File: src/rtl/sobel_edge_magnitude_rgb_core_macros.svh
// ============================================================================
// Assertion macros for the Sobel edge magnitude core
// Shared property wrappers with a common clock, reset and message form.
// ============================================================================
`ifndef SOBEL_EDGE_MAGNITUDE_RGB_CORE_MACROS_SVH
`define SOBEL_EDGE_MAGNITUDE_RGB_CORE_MACROS_SVH

// A condition that must hold at every clock edge outside reset.
`define SOBEL_ASSERT_ALWAYS(lbl, clk, rstn, cond, msg) \
    lbl: assert property (@(posedge clk) disable iff (!rstn) (cond)) else $error(msg);

// A condition that must be followed by another one on the next clock edge.
`define SOBEL_ASSERT_NEXT(lbl, clk, rstn, ante, cons, msg) \
    lbl: assert property (@(posedge clk) disable iff (!rstn) (ante) |=> (cons)) \
        else $error(msg);

`endif

File: src/rtl/sobel_pkg.sv
// ============================================================================
// Sobel edge magnitude package
// Shared widths, register indexes and word types of the core.
// ============================================================================
package sobel_pkg;

    localparam int CH_BITS         = 8;
    localparam int PIX_BITS        = 3 * CH_BITS;
    localparam int ROW_BITS        = 12;
    localparam int OUT_COL_BITS    = 10;
    localparam int WIDTH_BITS      = 11;
    localparam int HEIGHT_BITS     = 12;
    localparam int CFG_DATA_BITS   = 12;
    localparam int CFG_IDX_BITS    = 1;
    localparam int GRAD_BITS       = 11;
    localparam int SUM_BITS        = 21;
    localparam int MAX_WIDTH_DEF   = 1024;
    localparam int FIFO_DEPTH_DEF  = 4;

    localparam logic [CFG_IDX_BITS-1:0] REG_IMAGE_WIDTH  = 1'b0;
    localparam logic [CFG_IDX_BITS-1:0] REG_IMAGE_HEIGHT = 1'b1;

    localparam logic [WIDTH_BITS-1:0]  WIDTH_RESET  = 11'd1024;
    localparam logic [HEIGHT_BITS-1:0] HEIGHT_RESET = 12'd768;

    typedef logic [PIX_BITS-1:0] t_pix;

    typedef struct packed {
        logic [CH_BITS-1:0] in_blue;
        logic [CH_BITS-1:0] in_green;
        logic [CH_BITS-1:0] in_red;
    } t_in;

    typedef struct packed {
        logic [ROW_BITS-1:0]     out_row;
        logic [OUT_COL_BITS-1:0] out_col;
        logic [CH_BITS-1:0]      out_blue;
        logic [CH_BITS-1:0]      out_green;
        logic [CH_BITS-1:0]      out_red;
        logic                    last_of_run;
        logic                    frame_end;
    } t_out;

    // One pixel's worth of work for the back end: the updated window, the
    // input position and which of the four possible results it causes.
    typedef struct packed {
        logic [8:0][PIX_BITS-1:0] win;
        logic [ROW_BITS-1:0]      row;
        logic [OUT_COL_BITS-1:0]  col;
        logic [3:0]               mask;
    } t_job;

endpackage

File: src/rtl/sobel_back.sv
// ============================================================================
// Sobel back end
// Computes gradients and rounded magnitudes for each queued result.
// ============================================================================
`include "sobel_edge_magnitude_rgb_core_macros.svh"

module sobel_back (
    input  logic            i_clk,
    input  logic            i_rst_n,
    input  logic            i_empty,
    input  sobel_pkg::t_job i_job,
    output logic            o_pop,
    output logic            o_out_valid,
    input  logic            i_out_ready,
    output sobel_pkg::t_out o_out_data
);
    localparam int GB = sobel_pkg::GRAD_BITS;
    localparam int SB = sobel_pkg::SUM_BITS;
    localparam int CB = sobel_pkg::CH_BITS;

    typedef enum logic [4:0] {
        S_IDLE = 5'b00001,
        S_GRAD = 5'b00010,
        S_SQ   = 5'b00100,
        S_ROOT = 5'b01000,
        S_OUT  = 5'b10000
    } t_state;

    t_state                 r_state;
    sobel_pkg::t_job        r_job;
    logic [3:0]             r_mask;
    logic [1:0]             r_sel;
    logic signed [GB-1:0]   r_gx [3];
    logic signed [GB-1:0]   r_gy [3];
    logic [SB-1:0]          r_sum [3];
    logic [CB-1:0]          r_root [3];
    logic [2:0]             r_bit;
    sobel_pkg::t_out        r_out;

    logic [1:0]             sel;
    logic [3:0]             sel_hot;
    logic                   ro;
    logic                   co;
    logic [CB-1:0]          sw [9];
    logic [CB+1:0]          a_pos;
    logic [CB+1:0]          a_neg;
    logic [CB+1:0]          b_pos;
    logic [CB+1:0]          b_neg;
    logic signed [GB-1:0]   gx [3];
    logic signed [GB-1:0]   gy [3];
    logic [CB-1:0]          n_root [3];
    logic [CB-1:0]          trial;
    logic [2*CB-1:0]        prod;
    logic signed [2*GB-1:0] sqx;
    logic signed [2*GB-1:0] sqy;
    logic [SB-1:0]          n_sum [3];

    always_comb begin
        if (r_mask[0]) begin
            sel = 2'd0;
        end else if (r_mask[1]) begin
            sel = 2'd1;
        end else if (r_mask[2]) begin
            sel = 2'd2;
        end else begin
            sel = 2'd3;
        end
        sel_hot = 4'b0001 << sel;
        ro = sel[1];
        co = sel[0];
    end

    // Gradients over the window shifted down or right; shifted-out taps are zero.
    always_comb begin
        for (int ch = 0; ch < 3; ch++) begin
            for (int i = 0; i < 3; i++) begin
                for (int j = 0; j < 3; j++) begin
                    if ((i + int'(ro) <= 2) && (j + int'(co) <= 2)) begin
                        sw[i*3+j] = r_job.win[(i + int'(ro)) * 3 + j + int'(co)][ch*CB +: CB];
                    end else begin
                        sw[i*3+j] = '0;
                    end
                end
            end
            a_pos = (CB+2)'(sw[2]) + {1'b0, sw[5], 1'b0} + (CB+2)'(sw[8]);
            a_neg = (CB+2)'(sw[0]) + {1'b0, sw[3], 1'b0} + (CB+2)'(sw[6]);
            b_pos = (CB+2)'(sw[6]) + {1'b0, sw[7], 1'b0} + (CB+2)'(sw[8]);
            b_neg = (CB+2)'(sw[0]) + {1'b0, sw[1], 1'b0} + (CB+2)'(sw[2]);
            gx[ch] = $signed({1'b0, a_pos}) - $signed({1'b0, a_neg});
            gy[ch] = $signed({1'b0, b_pos}) - $signed({1'b0, b_neg});
        end
    end

    always_comb begin
        for (int ch = 0; ch < 3; ch++) begin
            sqx       = r_gx[ch] * r_gx[ch];
            sqy       = r_gy[ch] * r_gy[ch];
            n_sum[ch] = SB'(sqx) + SB'(sqy);
        end
    end

    // One bit of the root per cycle: largest k with k*(k-1) below the sum.
    always_comb begin
        for (int ch = 0; ch < 3; ch++) begin
            trial = r_root[ch] | (CB'(1) << r_bit);
            prod  = trial * (trial - 1'b1);
            n_root[ch] = (SB'(prod) < r_sum[ch]) ? trial : r_root[ch];
        end
    end

    assign o_pop       = (r_state == S_IDLE) && !i_empty;
    assign o_out_valid = (r_state == S_OUT);
    assign o_out_data  = r_out;

    always_ff @(posedge i_clk) begin
        case (r_state)
            S_IDLE: begin
                if (!i_empty) begin
                    r_job <= i_job;
                end
            end
            S_GRAD: begin
                r_sel <= sel;
                for (int ch = 0; ch < 3; ch++) begin
                    r_gx[ch] <= gx[ch];
                    r_gy[ch] <= gy[ch];
                end
            end
            S_SQ: begin
                r_bit <= 3'd7;
                for (int ch = 0; ch < 3; ch++) begin
                    r_sum[ch]  <= n_sum[ch];
                    r_root[ch] <= '0;
                end
            end
            S_ROOT: begin
                r_bit <= r_bit - 1'b1;
                for (int ch = 0; ch < 3; ch++) begin
                    r_root[ch] <= n_root[ch];
                end
                if (r_bit == '0) begin
                    r_out.out_row     <= r_sel[1] ? r_job.row : r_job.row - 1'b1;
                    r_out.out_col     <= r_sel[0] ? r_job.col : r_job.col - 1'b1;
                    r_out.out_blue    <= n_root[0];
                    r_out.out_green   <= n_root[1];
                    r_out.out_red     <= n_root[2];
                    r_out.last_of_run <= (r_mask & ~(4'b0001 << r_sel)) == '0;
                    r_out.frame_end   <= (r_sel == 2'd3);
                end
            end
            default: begin
            end
        endcase
    end

    always_ff @(posedge i_clk) begin
        if (!i_rst_n) begin
            r_state <= S_IDLE;
            r_mask  <= '0;
        end else begin
            case (r_state)
                S_IDLE: begin
                    if (!i_empty) begin
                        r_mask  <= i_job.mask;
                        r_state <= S_GRAD;
                    end
                end
                S_GRAD: begin
                    r_state <= S_SQ;
                end
                S_SQ: begin
                    r_state <= S_ROOT;
                end
                S_ROOT: begin
                    if (r_bit == '0) begin
                        r_state <= S_OUT;
                    end
                end
                S_OUT: begin
                    if (i_out_ready) begin
                        r_mask  <= r_mask & ~(4'b0001 << r_sel);
                        r_state <= r_out.last_of_run ? S_IDLE : S_GRAD;
                    end
                end
                default: begin
                    r_state <= S_IDLE;
                end
            endcase
        end
    end

    `SOBEL_ASSERT_ALWAYS(a_frame_end_last, i_clk, i_rst_n, !(o_out_valid && r_out.frame_end) || r_out.last_of_run, "frame end not last of run")
    `SOBEL_ASSERT_ALWAYS(a_busy_has_work, i_clk, i_rst_n, (r_state == S_IDLE) || (r_mask != '0), "back end busy with no pending result")
    `SOBEL_ASSERT_NEXT(a_last_frees, i_clk, i_rst_n, o_out_valid && i_out_ready && r_out.last_of_run, r_state == S_IDLE, "back end not idle after last word")
    `SOBEL_ASSERT_ALWAYS(a_sel_pending, i_clk, i_rst_n, !o_out_valid || ((r_mask & sel_hot) != '0 && sel == r_sel), "word for a result that is not pending")

endmodule

File: config.mk
export PLATFORM = sky130hd
export DESIGN_NAME = sobel_back
export DESIGN_NICKNAME = d
export VERILOG_FILES = /design/src/rtl/sobel_pkg.sv /design/src/rtl/sobel_back.sv
export VERILOG_INCLUDE_DIRS = /design/src /design/src/rtl
export SDC_FILE = /design/constraint.sdc
export NUM_CORES = 2
export LEC_CHECK = 0
export ABC_AREA = 1
export BUFFER_PORTS_ARGS = -buffer_cell sky130_fd_sc_hd__buf_2
export CAP_MARGIN = 20
export CORE_MARGIN = 2
export CORE_UTILIZATION = 50
export DETAILED_ROUTE_END_ITERATION = 8
export PLACE_DENSITY = 0.76
export REMOVE_ABC_BUFFERS = 1
export SYNTH_ARGS = -nofsm -noshare
export SYNTH_HDL_FRONTEND = slang
export SYNTH_SLANG_ARGS = --single-unit
File: constraint.sdc
create_clock -name i_clk -period 16.5 [get_ports i_clk]
set_input_delay 3.3 -clock i_clk [delete_from_list [all_inputs] [get_ports i_clk]]
set_output_delay 3.3 -clock i_clk [all_outputs]
set_load 0.01 [all_outputs]
==> out/summary.md <==
- completed — result of the run
- 24.2% — global-route total usage across every layer
- 129 — number of placement rows
- 8.43 ns — internal reg-to-reg setup slack
- false — unrepaired setup endpoints after global routing
- 8750 — number of placed cells counting well taps
- 1.08 ns — transition time of the tightest slew-check pin
- 453 — number of sinks handled by clock tree synthesis
- 295 — port buffer count
- 0 — # hold bufs at CTS
- 0% — fraction of synthesis flops using an asynchronous set or reset pin
- 8.07 ns — minimum clock period
- 7.96% — area added between synthesis and finish
- 53 — number of distinct library cell variants in the gate-level netlist after synthesis
- sky130_fd_sc_hd__nand2_1 — most repeated library cell on the critical path
- 65200 um2 — instance area after placement
- 0 — number of max-slew violations in the final report
- 48319 — number of global-route vias before repair
- 0.0624 ns — clock skew
- built — clock tree from TritonCTS
- 2 — antenna violations before repair
- 8.88 um2 — Mean Syn Cell Area
- 48.9% — post-route clock period utilization
- 46150 — vias
- sky130_fd_sc_hd__fa_1 (32%), sky130_fd_sc_hd__edfxtp_1 (21%), sky130_fd_sc_hd__inv_1 (11%) — synth top area cells
- 0 — count of final hold-check violations
- sky130_fd_sc_hd__inv_1 — most common cell in the netlist
- 357 um — die boundary width
- 0 ns — final setup TNS
- 0.911 — Final Wtd Congestion
- 0 — Yosys Warn Count
- 21.7% — sequential share of the synthesized area
- adder cells — Top delay family on crit path
- 16.88 ns — worst path required time
- 38 — total number of cells along the worst setup path
- 8939 — total number of nets in the final design
- sky130_fd_sc_hd__fa_1 — Critical Path Slowest Stage Cell
- 27.9% — relative slew slack
- 9 — worst-path maximum fanout
- 120000 um — sum of net half-perimeters after detailed placement
- flip-flop — kind of capture point of the worst setup path
- 8856 — Post-Layout Cell Count
- 0 — final number of setup-violating endpoints
- 16.8 um — average wire per cell in the routed design
- 56 — number of buffers created by CTS
- 444 — Post-synth EDFFs
- 453 — flops & latches, synth
- reg -> reg — Worst Setup Path Type
- sky130_fd_sc_hd__edfxtp_1 — Primary FF master, synth
- 2 — hold path depth
- 67100 um2 — final cell area excluding filler cells
- 8 — Crit path buffers/inverters
- 0 — post-CTS resize count
- 0 — count of unresolved DRC violations after routing
- 6999 — cells after synthesis
- 6 — first-pass iteration count of the detailed router
- 7.04% — share of layout cells above drive strength 1
- reg -> reg — kind of path behind the tightest hold check
- 62200 um2 — cell area after synthesis
- 0 — GRT overflow
- 296 — total I/O pin count
- 32.1% — Synth top area share
- 149000 um — total routed wirelength
- 0 — post-CTS setup repair buffer count
- sky130_fd_sc_hd__fa_1 — cell taking the most area after synthesis
- flip-flop — element type at the critical path start
- 3436 — number of violations reported at the end of detailed-routing iteration 0
- 0 — number of inserted diodes
- 2 — CTS H-tree depth
- 124 MHz — max frequency
- 175 — largest net degree at the start of global routing
- 357 um — vertical die dimension
- 5.21 — average via count per standard cell
- 38 — Worst Reg2Reg Path Length in Cells
- 50.3% — effective utilization at floorplan
- sky130_fd_sc_hd__clkbuf_16 — clock root cell
- 123000 um2 — core area
- 0.69 ns — later-pin clock latency in the skew report
- 127000 um2 — Die ar.
- 0 — count of antenna-violating nets left after detailed routing
- sky130_fd_sc_hd__inv_1 (1828), sky130_fd_sc_hd__nand2_1 (1259), sky130_fd_sc_hd__fa_1 (997) — most common library cells after synthesis
- 0 — maximum capacitance violations
- 0.55 ns — maximum single-stage delay on the critical path
- 3 — maximum clock insertion buffer count
- 8.45 ns — critical path arrival
- 0.06 ns — clock edge transition at the registers on the reported setup and hold paths
- 247000 um — first-pass GRT wire length
layer usage:
metal / share of wire, % / vias to the layer above / GRT usage (%)
li1: - / 21693 / -
met1: 41 / 22337 / 31.8
met5: 0.0087 / - / 0
met3: 7.3 / 379 / 3.98
met2: 48 / 1739 / 40.6
met4: 3.9 / 2 / 8.49
sequential cells by signal, summed over array words and instances (netlist names):
register	count
r_sum	63
r_root	24
o_out_data	48
r_bit	3
r_mask	4
r_sel	2
r_job	238
r_state	5
r_gy	33
r_gx	33
cell families after synthesis:
group / synth area share [%]
adders and majority gates: 42.7
and+or+nand+nor: 12.5
DFF: 21.7
AOI/OAI and AO/OA: 7.46
muxes: 0.515
xor gates and xnor gates: 2.58
buffers and inverters: 12.6
cell usage in the layout (no fill, tap or decap), types with 71 or more instances in the layout:
cell / n
sky130_fd_sc_hd__buf_2: 295
sky130_fd_sc_hd__inv_1: 1824
sky130_fd_sc_hd__xor2_1: 116
sky130_fd_sc_hd__o21ai_0: 439
sky130_fd_sc_hd__fa_1: 997
sky130_fd_sc_hd__ha_1: 521
sky130_fd_sc_hd__nand2_1: 1259
sky130_fd_sc_hd__a21oi_1: 236
sky130_fd_sc_hd__edfxtp_1: 444
sky130_fd_sc_hd__nor2_1: 356
sky130_fd_sc_hd__nand3_1: 117
sky130_fd_sc_hd__o211ai_1: 71
layout make-up:
cell class | count | area (um2)
inverter | 1846 | 6930
clock buffer | 68 | 1540
sequential | 453 | 13500
tap | 1637 | 2050
clock inverter | 38 | 399
fill | 10924 | 56400
timing repair buffer | 332 | 1770
multi-input combinational | 4482 | 40900
worst min-delay path, cell delays in order (launching register included):
cell and delay (ns):
sky130_fd_sc_hd__dfxtp_1 0.30, sky130_fd_sc_hd__inv_1 0.06, sky130_fd_sc_hd__a21oi_1 0.06
per-stage QoR:
| stage | setup WS, ns | util [%] | hold WS (ns) |
|---|---|---|---|
| after global routing | 7.73 | 54.3 | 0.468 |
| after floorplan | 0.000536 | - | 0.429 |
| after CTS | 8.42 | 54.3 | 0.456 |
| after detailed placement | 8.49 | 52.8 | 0.447 |
| after global placement | 8.65 | 52.8 | 0.449 |
| final | 8.43 | 54.3 | 0.457 |
worst paths after layout:
kind                                              endpoint                    from
worst min-delay path                r_mask[3]$_SDFFE_PN0P_  r_mask[3]$_SDFFE_PN0P_
worst min register to register      r_mask[3]$_SDFFE_PN0P_  r_mask[3]$_SDFFE_PN0P_
worst max register to register  r_root[0][8]$_SDFFCE_PN0P_  r_bit[1]$_SDFFCE_PN1P_
worst max-delay path            r_root[0][8]$_SDFFCE_PN0P_  r_bit[1]$_SDFFCE_PN1P_
Power is left out: the tool's default activity adds up to more than one toggle a clock period on the data nets, which glitch-free logic cannot reach.
