**src/rtl/sobel_edge_magnitude_rgb_core_macros.svh**
```systemverilog
// ============================================================================
// Assertion macros for the Sobel edge magnitude core
// Shared property wrappers with a common clock, reset and message form.
// ============================================================================
`ifndef SOBEL_EDGE_MAGNITUDE_RGB_CORE_MACROS_SVH
`define SOBEL_EDGE_MAGNITUDE_RGB_CORE_MACROS_SVH

// A condition that must hold at every clock edge outside reset.
`define SOBEL_ASSERT_ALWAYS(lbl, clk, rstn, cond, msg) \
    lbl: assert property (@(posedge clk) disable iff (!rstn) (cond)) else $error(msg);

// A condition that must be followed by another one on the next clock edge.
`define SOBEL_ASSERT_NEXT(lbl, clk, rstn, ante, cons, msg) \
    lbl: assert property (@(posedge clk) disable iff (!rstn) (ante) |=> (cons)) \
        else $error(msg);

`endif

```
**src/rtl/sobel_pkg.sv**
```systemverilog
// ============================================================================
// Sobel edge magnitude package
// Shared widths, register indexes and word types of the core.
// ============================================================================
package sobel_pkg;

    localparam int CH_BITS         = 8;
    localparam int PIX_BITS        = 3 * CH_BITS;
    localparam int ROW_BITS        = 12;
    localparam int OUT_COL_BITS    = 10;
    localparam int WIDTH_BITS      = 11;
    localparam int HEIGHT_BITS     = 12;
    localparam int CFG_DATA_BITS   = 12;
    localparam int CFG_IDX_BITS    = 1;
    localparam int GRAD_BITS       = 11;
    localparam int SUM_BITS        = 21;
    localparam int MAX_WIDTH_DEF   = 1024;
    localparam int FIFO_DEPTH_DEF  = 4;

    localparam logic [CFG_IDX_BITS-1:0] REG_IMAGE_WIDTH  = 1'b0;
    localparam logic [CFG_IDX_BITS-1:0] REG_IMAGE_HEIGHT = 1'b1;

    localparam logic [WIDTH_BITS-1:0]  WIDTH_RESET  = 11'd1024;
    localparam logic [HEIGHT_BITS-1:0] HEIGHT_RESET = 12'd768;

    typedef logic [PIX_BITS-1:0] t_pix;

    typedef struct packed {
        logic [CH_BITS-1:0] in_blue;
        logic [CH_BITS-1:0] in_green;
        logic [CH_BITS-1:0] in_red;
    } t_in;

    typedef struct packed {
        logic [ROW_BITS-1:0]     out_row;
        logic [OUT_COL_BITS-1:0] out_col;
        logic [CH_BITS-1:0]      out_blue;
        logic [CH_BITS-1:0]      out_green;
        logic [CH_BITS-1:0]      out_red;
        logic                    last_of_run;
        logic                    frame_end;
    } t_out;

    // One pixel's worth of work for the back end: the updated window, the
    // input position and which of the four possible results it causes.
    typedef struct packed {
        logic [8:0][PIX_BITS-1:0] win;
        logic [ROW_BITS-1:0]      row;
        logic [OUT_COL_BITS-1:0]  col;
        logic [3:0]               mask;
    } t_job;

endpackage

```
**src/rtl/sobel_fifo.sv**
```systemverilog
// ============================================================================
// Sobel job queue
// Small first-in first-out queue between the front and the back end.
// ============================================================================
`include "sobel_edge_magnitude_rgb_core_macros.svh"

module sobel_fifo #(
    parameter int Depth = sobel_pkg::FIFO_DEPTH_DEF
) (
    input  logic            i_clk,
    input  logic            i_rst_n,
    input  logic            i_push,
    input  sobel_pkg::t_job i_data,
    input  logic            i_pop,
    output sobel_pkg::t_job o_data,
    output logic            o_full,
    output logic            o_empty
);
    localparam int PW = $clog2(Depth);
    localparam int CNTW = $clog2(Depth + 1);

    sobel_pkg::t_job r_mem [Depth];
    logic [PW-1:0]   r_wptr;
    logic [PW-1:0]   r_rptr;
    logic [CNTW-1:0] r_count;

    assign o_full  = (r_count == CNTW'(Depth));
    assign o_empty = (r_count == '0);
    assign o_data  = r_mem[r_rptr];

    always_ff @(posedge i_clk) begin
        if (i_push) begin
            r_mem[r_wptr] <= i_data;
        end
    end

    always_ff @(posedge i_clk) begin
        if (!i_rst_n) begin
            r_wptr  <= '0;
            r_rptr  <= '0;
            r_count <= '0;
        end else begin
            if (i_push) begin
                r_wptr <= (r_wptr == PW'(Depth - 1)) ? '0 : r_wptr + 1'b1;
            end
            if (i_pop) begin
                r_rptr <= (r_rptr == PW'(Depth - 1)) ? '0 : r_rptr + 1'b1;
            end
            if (i_push && !i_pop) begin
                r_count <= r_count + 1'b1;
            end else if (!i_push && i_pop) begin
                r_count <= r_count - 1'b1;
            end
        end
    end

    `SOBEL_ASSERT_ALWAYS(a_no_overflow, i_clk, i_rst_n, !(i_push && o_full), "push into full queue")
    `SOBEL_ASSERT_ALWAYS(a_no_underflow, i_clk, i_rst_n, !(i_pop && o_empty), "pop from empty queue")
    `SOBEL_ASSERT_ALWAYS(a_count_range, i_clk, i_rst_n, r_count <= CNTW'(Depth), "queue count out of range")

endmodule

```
**config.mk**
```make
export PLATFORM = sky130hd
export DESIGN_NAME = sobel_fifo
export DESIGN_NICKNAME = d
export VERILOG_FILES = /design/src/rtl/sobel_pkg.sv /design/src/rtl/sobel_fifo.sv
export VERILOG_INCLUDE_DIRS = /design/src /design/src/rtl
export SDC_FILE = /design/constraint.sdc
export NUM_CORES = 1
export LEC_CHECK = 0
export CORE_MARGIN = 5
export CORE_UTILIZATION = 54
export CTS_CLUSTER_DIAMETER = 100
export CTS_CLUSTER_SIZE = 16
export DETAILED_ROUTE_END_ITERATION = 16
export DONT_BUFFER_PORTS = 1
export PLACE_DENSITY = 0.73
export REMOVE_ABC_BUFFERS = 1
export SLEW_MARGIN = 20
export SYNTH_ARGS = -nofsm -noshare
export SYNTH_HDL_FRONTEND = slang
export SYNTH_SLANG_ARGS = --single-unit
```
**constraint.sdc**
```tcl
create_clock -name i_clk -period 19.1 [get_ports i_clk]
set_input_delay 0.955 -clock i_clk [delete_from_list [all_inputs] [get_ports i_clk]]
set_output_delay 0.955 -clock i_clk [all_outputs]
set_load 0.02 [all_outputs]
```
==> flow_metrics.tcl, run 1 <==
set metrics [dict create \
    status "finished clean" \
    syn_inst 1308 \
    cts_root_buf "clkbuf_16" \
    dieArea_um2 70720 \
    hpwlAfterDp_um 42130 \
    synth_fa_ha_area_frac 0.002689 \
    cts_tree "done" \
    synth_common_cells "edfxtp_1 (968), mux4_2 (242), buf_2 (26), buf_6 (21), dfxtp_1 (9)" \
    die_x_um 265.9 \
    final_cells 2218 \
    power.density_nw_per_um2 109.0 \
    seq_area_um2 29260 \
    clock.fmax_mhz 205.0 \
    rsz0062_at_grt "false" \
    vias 13857 \
    final_cell_area_um2 38170 \
    multiInputGateArea_um2 5723 \
    core_um2 64700 \
    r2r_start "r_wptr[0]" \
    gp_congestion 0.8204 \
    cts.path.max_buffers 3 \
    globalRouteTotalUtil 0.1914 \
    grt_overflow 0 \
    setup_violations 0 \
    yosysMostFrequentCell "edfxtp_1" \
    finalSetupTns_ns 0 \
    fin_crit_ns 4.878 \
    critPathMostFrequentCell "buf_4" \
    synth_top_family_by_area "multiplexers" \
    arrival_ns 3.92 \
    grt_util_met2 0.3142 \
    critPathSlowestCell "buf_4" \
    yosysWarnings 0 \
    grt_pass1_wl_um 99370 \
    yosysSeqAreaShare 0.8269 \
    grt_max_degree 106 \
    final.fill_count 4338 \
    clk_pin_slew_ns 0.07 \
    path_max_fanout 48 \
    synth.top_cells.by_area "edfxtp_1 (82%), mux4_2 (15%), buf_6 (0.67%)" \
    hold_buffers 0 \
    worst-path-buf-inv 3 \
    numCtsBuffers 71 \
    postLayoutCoreUtil 0.5900 \
    drv_slew 0 \
    cts_max_level 3 \
    path_cells "buf_16 > buf_4 > buf_4 > mux4_2" \
    portBuffers 0 \
    finalCritPeriodShare 0.2554 \
    worstHoldStart "i_data[237]" \
    drt_iter0_markers 1102 \
    path_class "reg -> out" \
    die_h_um 265.9 \
    wl_um 69210 \
    max_stage_delay_ns 0.79 \
    post_dp_cell_area_um2 36210 \
    clk_latency_ns 0.60 \
    antenna_found_initial 3 \
    holdCritPathClass "in -> reg" \
    worst_pin_slew_ns 1.092 \
    total_power_mw 4.160 \
    ant_nets 0 \
    cts_setup_buffers 0 \
    grtUsageMet3 0.08385 \
    met1_usage 0.2312 \
    ys.flop_type "edfxtp_1" \
    drcViolationCount 0 \
    start_util 0.5467 \
    synth_edf_count 968 \
    ir_drop_mv 0.08428 \
    layout-drive-gt1-share 0.2539 \
    dp.cells 2127 \
    avgViaCountPerCell 6.248 \
    first_pass_iters 5 \
    clock_skew_ns 0.02325 \
    max_cap_viol_count 0 \
    post-synth-top-area-fraction 0.8218 \
    row_count 93 \
    syn_area_per_cell_um2 27.04 \
    wire_per_inst_um 31.20 \
    maxSlewHeadroom 0.2720 \
    grt_pass1_vias 14417 \
    setup_slack_ns 14.22 \
    hold_violations 0 \
    synth.distinct_cells 21 \
    synth.area.mux_share 0.1552 \
    post-place-ws_ns 14.48 \
    synth_area_um2 35370 \
    ys_ff_latch 977 \
    p_leak_nw 11.47 \
    yosys.area_share.simple 0.002547 \
    nNetsFinal 1600 \
    whs_ns 0.4416 \
    synth-xor-area-share 0.0004953 \
    post_cts_resized 0 \
    crit_family "buffers and inverters" \
    worst_setup_path_start_kind "flop" \
    synth_compound_area_frac 0.0005660 \
    grt.busiest_layer "met2" \
    end_kind "output port" \
    cts.sinks 977 \
    syn2layout_area_growth_pct 7.921 \
    ios 490 \
    required_ns 18.15 \
    synth_top_area_cell "edfxtp_1" \
    synthArstFlopShare 0 \
]
==> power by group <==
part	total [mW]	switching [mW]	internal [mW]
combinational	0.343	0.232	0.111
clock	1.33	0.650	0.679
sequential	2.49	0.0275	2.46
==> worst register-to-register path: stages (launching register included) <==
cell     delay [ns]
dfxtp_1        0.35
inv_1          0.11
ha_1           0.15
and2_4         0.82
buf_4          0.99
buf_4          0.80
==> cells in the final DEF (no fill, tap or decap) <==
master | synthesis | routed
a21boi_0 | 1 | 1
edfxtp_1 | 968 | 968
and2_4 | 0 | 4
buf_6 | 21 | 1
buf_12 | 0 | 1
o21ai_0 | 1 | 1
o21a_1 | 1 | 1
clkbuf_1 | 7 | 8
xor2_1 | 1 | 1
nor2_1 | 1 | 1
ha_1 | 6 | 6
xnor2_1 | 1 | 1
dfxtp_4 | 0 | 2
or3_1 | 1 | 1
nor3_1 | 2 | 2
clkinv_8 | 0 | 2
clkbuf_16 | 0 | 72
inv_6 | 0 | 3
nor2b_1 | 5 | 5
buf_4 | 0 | 16
nor3b_1 | 1 | 1
diode_2 | 0 | 4
mux4_2 | 242 | 242
dfxtp_1 | 9 | 7
and2_1 | 5 | 1
inv_1 | 4 | 4
fa_1 | 1 | 1
mux2i_1 | 4 | 4
buf_16 | 0 | 2
==> cell families (layout without fill, tap and decap cells) <==
group           count (synthesis)  count (layout)
other cells                     0               4
buf+inv                        58             109
mux                           246             246
simple gates                   15              15
xor+xnor                        2               2
fa+ha+maj                       7               7
flops                         977             977
compound gates                  3               3
==> flip-flops by register name, indices dropped and copies added (netlist names), named ones only <==
name,cells
r_count,3
r_wptr,2
r_mem,968
r_rptr,2
==> routing by layer <==
layer	vias to the layer above	part of all wire
met3	108	0.11
met2	601	0.51
li1	5716	-
met1	7428	0.35
met4	4	0.031
met5	-	0.00039
==> path summary, 6_finish.rpt <==
kind | to | slack, ns | cells past startpoint
worst min register to register | flop | 0.54 | 2
worst max-delay path | o_data[144] | 14.22 | 4
worst max register to register | r_mem[0][211] | 15.44 | 5
worst min-delay path | r_mem[3][237] | 0.44 | 0
==> area by class of cell <==
cell class / instances / share of cell area
Clock buffer: 80 / 0.04799
Inverter: 4 / 0.0003934
Sequential cell: 977 / 0.7664
Tap cell: 855 / 0.02803
Timing Repair Buffer: 20 / 0.005409
Multi-Input combinational cell: 273 / 0.1499
Clock inverter: 5 / 0.001541
Antenna cell: 4 / 0.0002622
Power figures use the tool's default switching activity.
==> run 2, diff against run 1 <==
--- a/config.mk
+++ b/config.mk
@@ -6,13 +6,14 @@
 export SDC_FILE = /design/constraint.sdc
 export NUM_CORES = 1
 export LEC_CHECK = 0
+export ABC_AREA = 1
 export CORE_MARGIN = 5
 export CORE_UTILIZATION = 54
 export CTS_CLUSTER_DIAMETER = 100
 export CTS_CLUSTER_SIZE = 16
 export DETAILED_ROUTE_END_ITERATION = 16
 export DONT_BUFFER_PORTS = 1
-export PLACE_DENSITY = 0.73
+export PLACE_DENSITY = 0.76
 export REMOVE_ABC_BUFFERS = 1
 export SLEW_MARGIN = 20
 export SYNTH_ARGS = -nofsm -noshare
==> constraint.sdc (replaced) <==
create_clock -name i_clk -period 4.1 [get_ports i_clk]
set_input_delay 0.205 -clock i_clk [delete_from_list [all_inputs] [get_ports i_clk]]
set_output_delay 0.205 -clock i_clk [all_outputs]
set_load 0.02 [all_outputs]
==> run 2 against run 1 <==
Non-clock buffer count increased by 261; via count is 56% higher; highest routed layer unchanged; design area increased by 8.6%; global-route usage rose by 3.5 points; power grew to 4.9 times the previous value; first-iteration DRC count grew 100%; final cell count is 58% higher; clock skew increased by 0.0023 ns; clock-buffer cell count is 4 higher.
==> flow_metrics.tcl, run 2 <==
set metrics [dict create \
    postLayoutCoreUtil 0.6204 \
    path_max_fanout 114 \
    portBuffers 0 \
    holdCritPathClass "in -> reg" \
    synth.distinct_cells 24 \
    grt_pass1_vias 21561 \
    drv_slew 0 \
    cts.sinks 977 \
    biggestRegsByFlops "r_mem (968), r_count (3)" \
    rsz0062_at_grt "false" \
    grt_overflow 0 \
    worst_setup_path_start_kind "flop" \
    synth_edf_count 968 \
    numCtsBuffers 71 \
    cts_tree "done" \
    max_cap_viol_count 0 \
    total_power_mw 20.25 \
    syn2layout_area_growth_pct 14.42 \
    clk_pin_slew_ns 0.07 \
    power.density_nw_per_um2 488.7 \
    post-synth-top-area-fraction 0.8026 \
    path_class "reg -> out" \
    yosysSeqAreaShare 0.8075 \
    final_cell_mix "edfxtp_1 (968), nor2_1 (472), o21ai_0 (429), dlygate4sd3_1 (245), o22ai_1 (242)" \
    cts.path.max_buffers 3 \
    yosysWarnings 0 \
    syn_area_per_cell_um2 15.10 \
    final_cell_area_um2 41440 \
    whs_ns 0.2662 \
    die_h_um 269.0 \
    largest-register "r_mem" \
    first_pass_iters 6 \
    globalRouteTotalUtil 0.2264 \
    cts_max_level 3 \
    core_um2 66800 \
    final_cells 3495 \
    wl_um 86350 \
    ios 490 \
    clk_latency_ns 0.61 \
    clock.fmax_mhz 300.7 \
    synthArstFlopShare 0 \
    p_leak_nw 13.31 \
    ys_ff_latch 977 \
    syn_inst 2399 \
    drcViolationCount 0 \
    grt_max_degree 219 \
    dieArea_um2 72350 \
    ir_drop_mv 0.3907 \
    start_util 0.5422 \
    hold_violations 0 \
    die_x_um 269.0 \
    fin_crit_ns 3.326 \
    vias 21669 \
    synth_top_area_cell "edfxtp_1" \
    post_dp_cell_area_um2 36940 \
    hpwlAfterDp_um 47720 \
    setup_violations 0 \
    worstHoldStart "i_push" \
    worst_pin_slew_ns 1.340 \
    r2r_start "r_wptr[1]" \
    wire_per_inst_um 24.71 \
    gp_congestion 0.8732 \
    finalCritPeriodShare 0.8112 \
    synth_common_cells "edfxtp_1 (968), nor2_1 (472), o21ai_0 (429), o22ai_1 (242), clkbuf_1 (74)" \
    row_count 95 \
    antenna_found_initial 14 \
    synth.top_cells.by_area "edfxtp_1 (80%), o21ai_0 (5.9%), nor2_1 (4.9%)" \
    ant_nets 0 \
    cts_root_buf "clkbuf_16" \
    status "finished clean" \
    final_common_cell "edfxtp_1" \
    arrival_ns 3.12 \
    maxSlewHeadroom 0.1065 \
    clock_skew_ns 0.02559 \
    ys.flop_type "edfxtp_1" \
    yosysMostFrequentCell "edfxtp_1" \
    layout-drive-gt1-share 0.05517 \
    avgViaCountPerCell 6.200 \
    final.fill_count 4520 \
    synth_area_um2 36220 \
    grt_pass1_wl_um 126700 \
    dp.cells 3148 \
    end_kind "output port" \
    drt_iter0_markers 2244 \
    required_ns 3.89 \
    nNetsFinal 2846 \
    largest_register_ffs 968 \
]
run 2: cell count changes in the layout (fill, tap and decap cells not counted), sizes merged, moves of 16 or more:
| cell | delta |
|---|---|
| mux4 | -242 |
| buf | +16 |
| o22ai | +242 |
| nor2 | +491 |
| o21ai | +486 |
| dlygate4sd3 | +245 |
run 2: kinds of logic after synthesis:
group / Yosys count / synth area share
buffers and inverters: 176 / 0.02601
adder cells (fa/ha/maj): 7 / 0.002625
XOR/XNOR: 1 / 0.0002419
AND/OR/NAND/NOR: 506 / 0.05406
flip-flops: 977 / 0.8075
AO/OA/AOI/OAI: 732 / 0.1095
run 2: final timing paths:
check,to,slack (ns),depth (start not counted)
min,r_mem[2][204],0.27,2
max reg2reg,r_mem[1][103],1.86,5
max,o_data[125],0.77,5
min reg2reg,r_wptr[1],0.55,2
run 2: final cells by class:
type | instances | area (µm²) | area share
flip-flops and latches | 977 | 29260 | 0.7059
multi-input cells | 1246 | 6028 | 0.1455
inverters | 16 | 107.6 | 0.002596
clock inverters | 6 | 128.9 | 0.003110
repair buffers | 281 | 2910 | 0.07023
clock buffers | 84 | 1889 | 0.04559
well taps | 873 | 1092 | 0.02636
diodes | 12 | 30.03 | 0.0007246
run 2: worst max-delay path, cell delays in order, from the launching register on:
cell      delay, ns
dfxtp_4        0.45
clkinv_8       0.37
buf_4          0.65
buf_4          0.34
o21ai_0        0.14
o22ai_1        0.46
run 2: layer usage:
| metal | up-vias | routed length, µm | global-route usage |
|---|---|---|---|
| li1 | 9450 | - | - |
| met1 | 10848 | 31030 | 0.2748 |
| met2 | 1124 | 44430 | 0.3914 |
| met3 | 243 | 7535 | 0.06269 |
| met4 | 4 | 3332 | 0.08360 |
| met5 | - | 27 | 0 |
run 2: per-stage QoR:
| step | worst slack, ns | setup TNS, ns |
|---|---|---|
| 4_1_cts | 0.8574 | 0 |
| 3_3_place_gp | 1.595 | 0 |
| 6_report | 0.7741 | 0 |
| 2_1_floorplan | -9.247 | -3892.53 |
| 5_1_grt | 0.6348 | 0 |
| 3_5_place_dp | 1.510 | 0 |
run 2: report_power, final:
group | internal (mW) | total [mW] | switching (mW)
logic | 0.517 | 2.21 | 1.69
registers | 11.4 | 11.5 | 0.124
clock network | 3.34 | 6.50 | 3.16
total | 15.3 | 20.3 | 4.98
run 2: what timing repair did:
action	4_1_cts	5_1_grt
endpoints found under the hold margin	977	0
buffers inserted	0	0
hold buffers	245	0
resized for setup	0	0
==> run 3, diff against run 2 <==
--- a/config.mk
+++ b/config.mk
@@ -13,7 +13,7 @@
 export CTS_CLUSTER_SIZE = 16
 export DETAILED_ROUTE_END_ITERATION = 16
 export DONT_BUFFER_PORTS = 1
-export PLACE_DENSITY = 0.76
+export PLACE_DENSITY = 0.73
 export REMOVE_ABC_BUFFERS = 1
 export SLEW_MARGIN = 20
 export SYNTH_ARGS = -nofsm -noshare
==> constraint.sdc (replaced) <==
create_clock -name i_clk -period 3.3 [get_ports i_clk]
set_input_delay 0.165 -clock i_clk [delete_from_list [all_inputs] [get_ports i_clk]]
set_output_delay 0.165 -clock i_clk [all_outputs]
set_load 0.02 [all_outputs]
==> run 3 against run 2 <==
Flip-flop and latch count is the same; core utilization grew 0.35 points; via count shrank 0.43%; sequential share of layout area shrank 0.39 points; clock power grew 24%; worst hold slack lost 0.15 ns; register-to-register slack lost 0.67 ns; clock-buffer cell count grew 5; combinational power grew 26%; sequential power grew 24%; design area grew 0.56%; critical path type unchanged; highest routed layer unchanged.
==> flow_metrics.tcl, run 3 (same netlist as run 2, synthesis figures left out) <==
set metrics [dict create \
    final_cells 3521 \
    drv_slew 0 \
    post_cts_resized 0 \
    hold_violations 0 \
    cts_root_buf "clkbuf_16" \
    largest_register_ffs 968 \
    clk_latency_ns 0.61 \
    drt_iter0_markers 2678 \
    row_count 95 \
    gp_congestion 0.7839 \
    largest-register "r_mem" \
    globalRouteTotalUtil 0.2243 \
    die_h_um 269.0 \
    clock_skew_ns 0.02010 \
    nNetsFinal 2865 \
    wl_um 85850 \
    worst_setup_path_start_kind "flop" \
    cts_max_level 3 \
    cts.sinks 977 \
    grt_overflow 0 \
    syn2layout_area_growth_pct 15.06 \
    core_um2 66800 \
    rsz0062_at_grt "false" \
    layout-drive-gt1-share 0.06150 \
    finalSetupTns_ns 0 \
    ant_nets 0 \
    avgViaCountPerCell 6.128 \
    status "finished clean" \
    maxSlewHeadroom 0.2810 \
    clk_pin_slew_ns 0.07 \
    end_kind "output port" \
    final_common_cell "edfxtp_1" \
    final_cell_mix "edfxtp_1 (968), nor2_1 (472), o21ai_0 (429), dlygate4sd3_1 (246), o22ai_1 (242)" \
    ir_drop_mv 0.4838 \
    vias 21575 \
    clock.fmax_mhz 346.8 \
    start_util 0.5422 \
    path_class "reg -> out" \
    finalCritPeriodShare 0.8737 \
    wire_per_inst_um 24.38 \
    setup_violations 0 \
    power.density_nw_per_um2 603.5 \
    cts_setup_buffers 0 \
    grt_pass1_wl_um 125100 \
    cts_tree "done" \
    required_ns 3.13 \
    p_leak_nw 13.42 \
    ios 490 \
    holdCritPathClass "in -> reg" \
    grt_max_degree 203 \
    dp.cells 3166 \
    worst_pin_slew_ns 1.079 \
    path_max_fanout 202 \
    portBuffers 0 \
    numCtsBuffers 71 \
    max_cap_viol_count 0 \
    cts.path.max_buffers 3 \
    drcViolationCount 0 \
    arrival_ns 2.72 \
    fin_crit_ns 2.883 \
    total_power_mw 25.15 \
    antenna_found_initial 12 \
    dieArea_um2 72350 \
    grt_pass1_vias 21283 \
    postLayoutCoreUtil 0.6238 \
    die_x_um 269.0 \
    first_pass_iters 5 \
    biggestRegsByFlops "r_mem (968), r_count (3)" \
    hpwlAfterDp_um 48050 \
]
-- run 3: worst max-delay path: stages, from the launching register on --
cell and delay [ns]:
dfxtp_4 0.43, buf_12 0.45, o21ai_0 0.32, o22ai_1 0.57
-- run 3: final timing paths --
path / startpoint / endpoint / slack, ns / cells after the start
setup / recovery: flop / o_data[179] / 0.42 / 3
hold reg to reg: r_wptr[1] / r_wptr[1] / 0.54 / 2
setup reg to reg: r_wptr[0] / r_mem[0][116] / 1.19 / 5
hold / removal: i_push / r_mem[1][230] / 0.11 / 2
-- run 3: through the flow --
stage	cell area (µm²)	hold slack (ns)	setup WS [ns]
floorplan	35340	0.2639	-10.01
global placement	37160	0.2640	1.179
detailed placement	37160	0.2640	1.145
CTS	41640	0.07943	0.4660
global route	41670	0.1236	0.3408
finish	41670	0.1139	0.4168
-- run 3: final cells by class --
| type | count | area [µm²] |
|---|---|---|
| timing repair buffer | 300 | 3143 |
| clock inverter | 6 | 103.9 |
| sequential | 977 | 29260 |
| fill | 4599 | 25130 |
| clock buffer | 89 | 1908 |
| antenna | 14 | 35.03 |
| tap | 873 | 1092 |
| inverter | 16 | 107.6 |
| multi-input combinational | 1246 | 6028 |
-- run 3: report_power, final --
| group | internal, mW | leakage, nW | total (mW) | switching (mW) |
|---|---|---|---|---|
| logic | 0.676 | 3.48 | 2.79 | 2.12 |
| registers | 14.2 | 8.97 | 14.3 | 0.136 |
| clock network | 4.09 | 0.975 | 8.04 | 3.94 |
| total | 19.0 | 13.4 | 25.2 | 6.20 |
-- run 3: metal layers --
| metal | track usage | part of all wire |
|---|---|---|
| met1 | 0.2846 | 0.37 |
| met4 | 0.07423 | 0.030 |
| met2 | 0.3842 | 0.51 |
| met5 | 0 | 0.00015 |
| met3 | 0.05539 | 0.090 |
-- run 3: what timing repair did --
item                                    in CTS  in global routing
endpoints found under the setup margin       0                  0
hold endpoints to repair                   977                  0
hold buffers                               246                  0
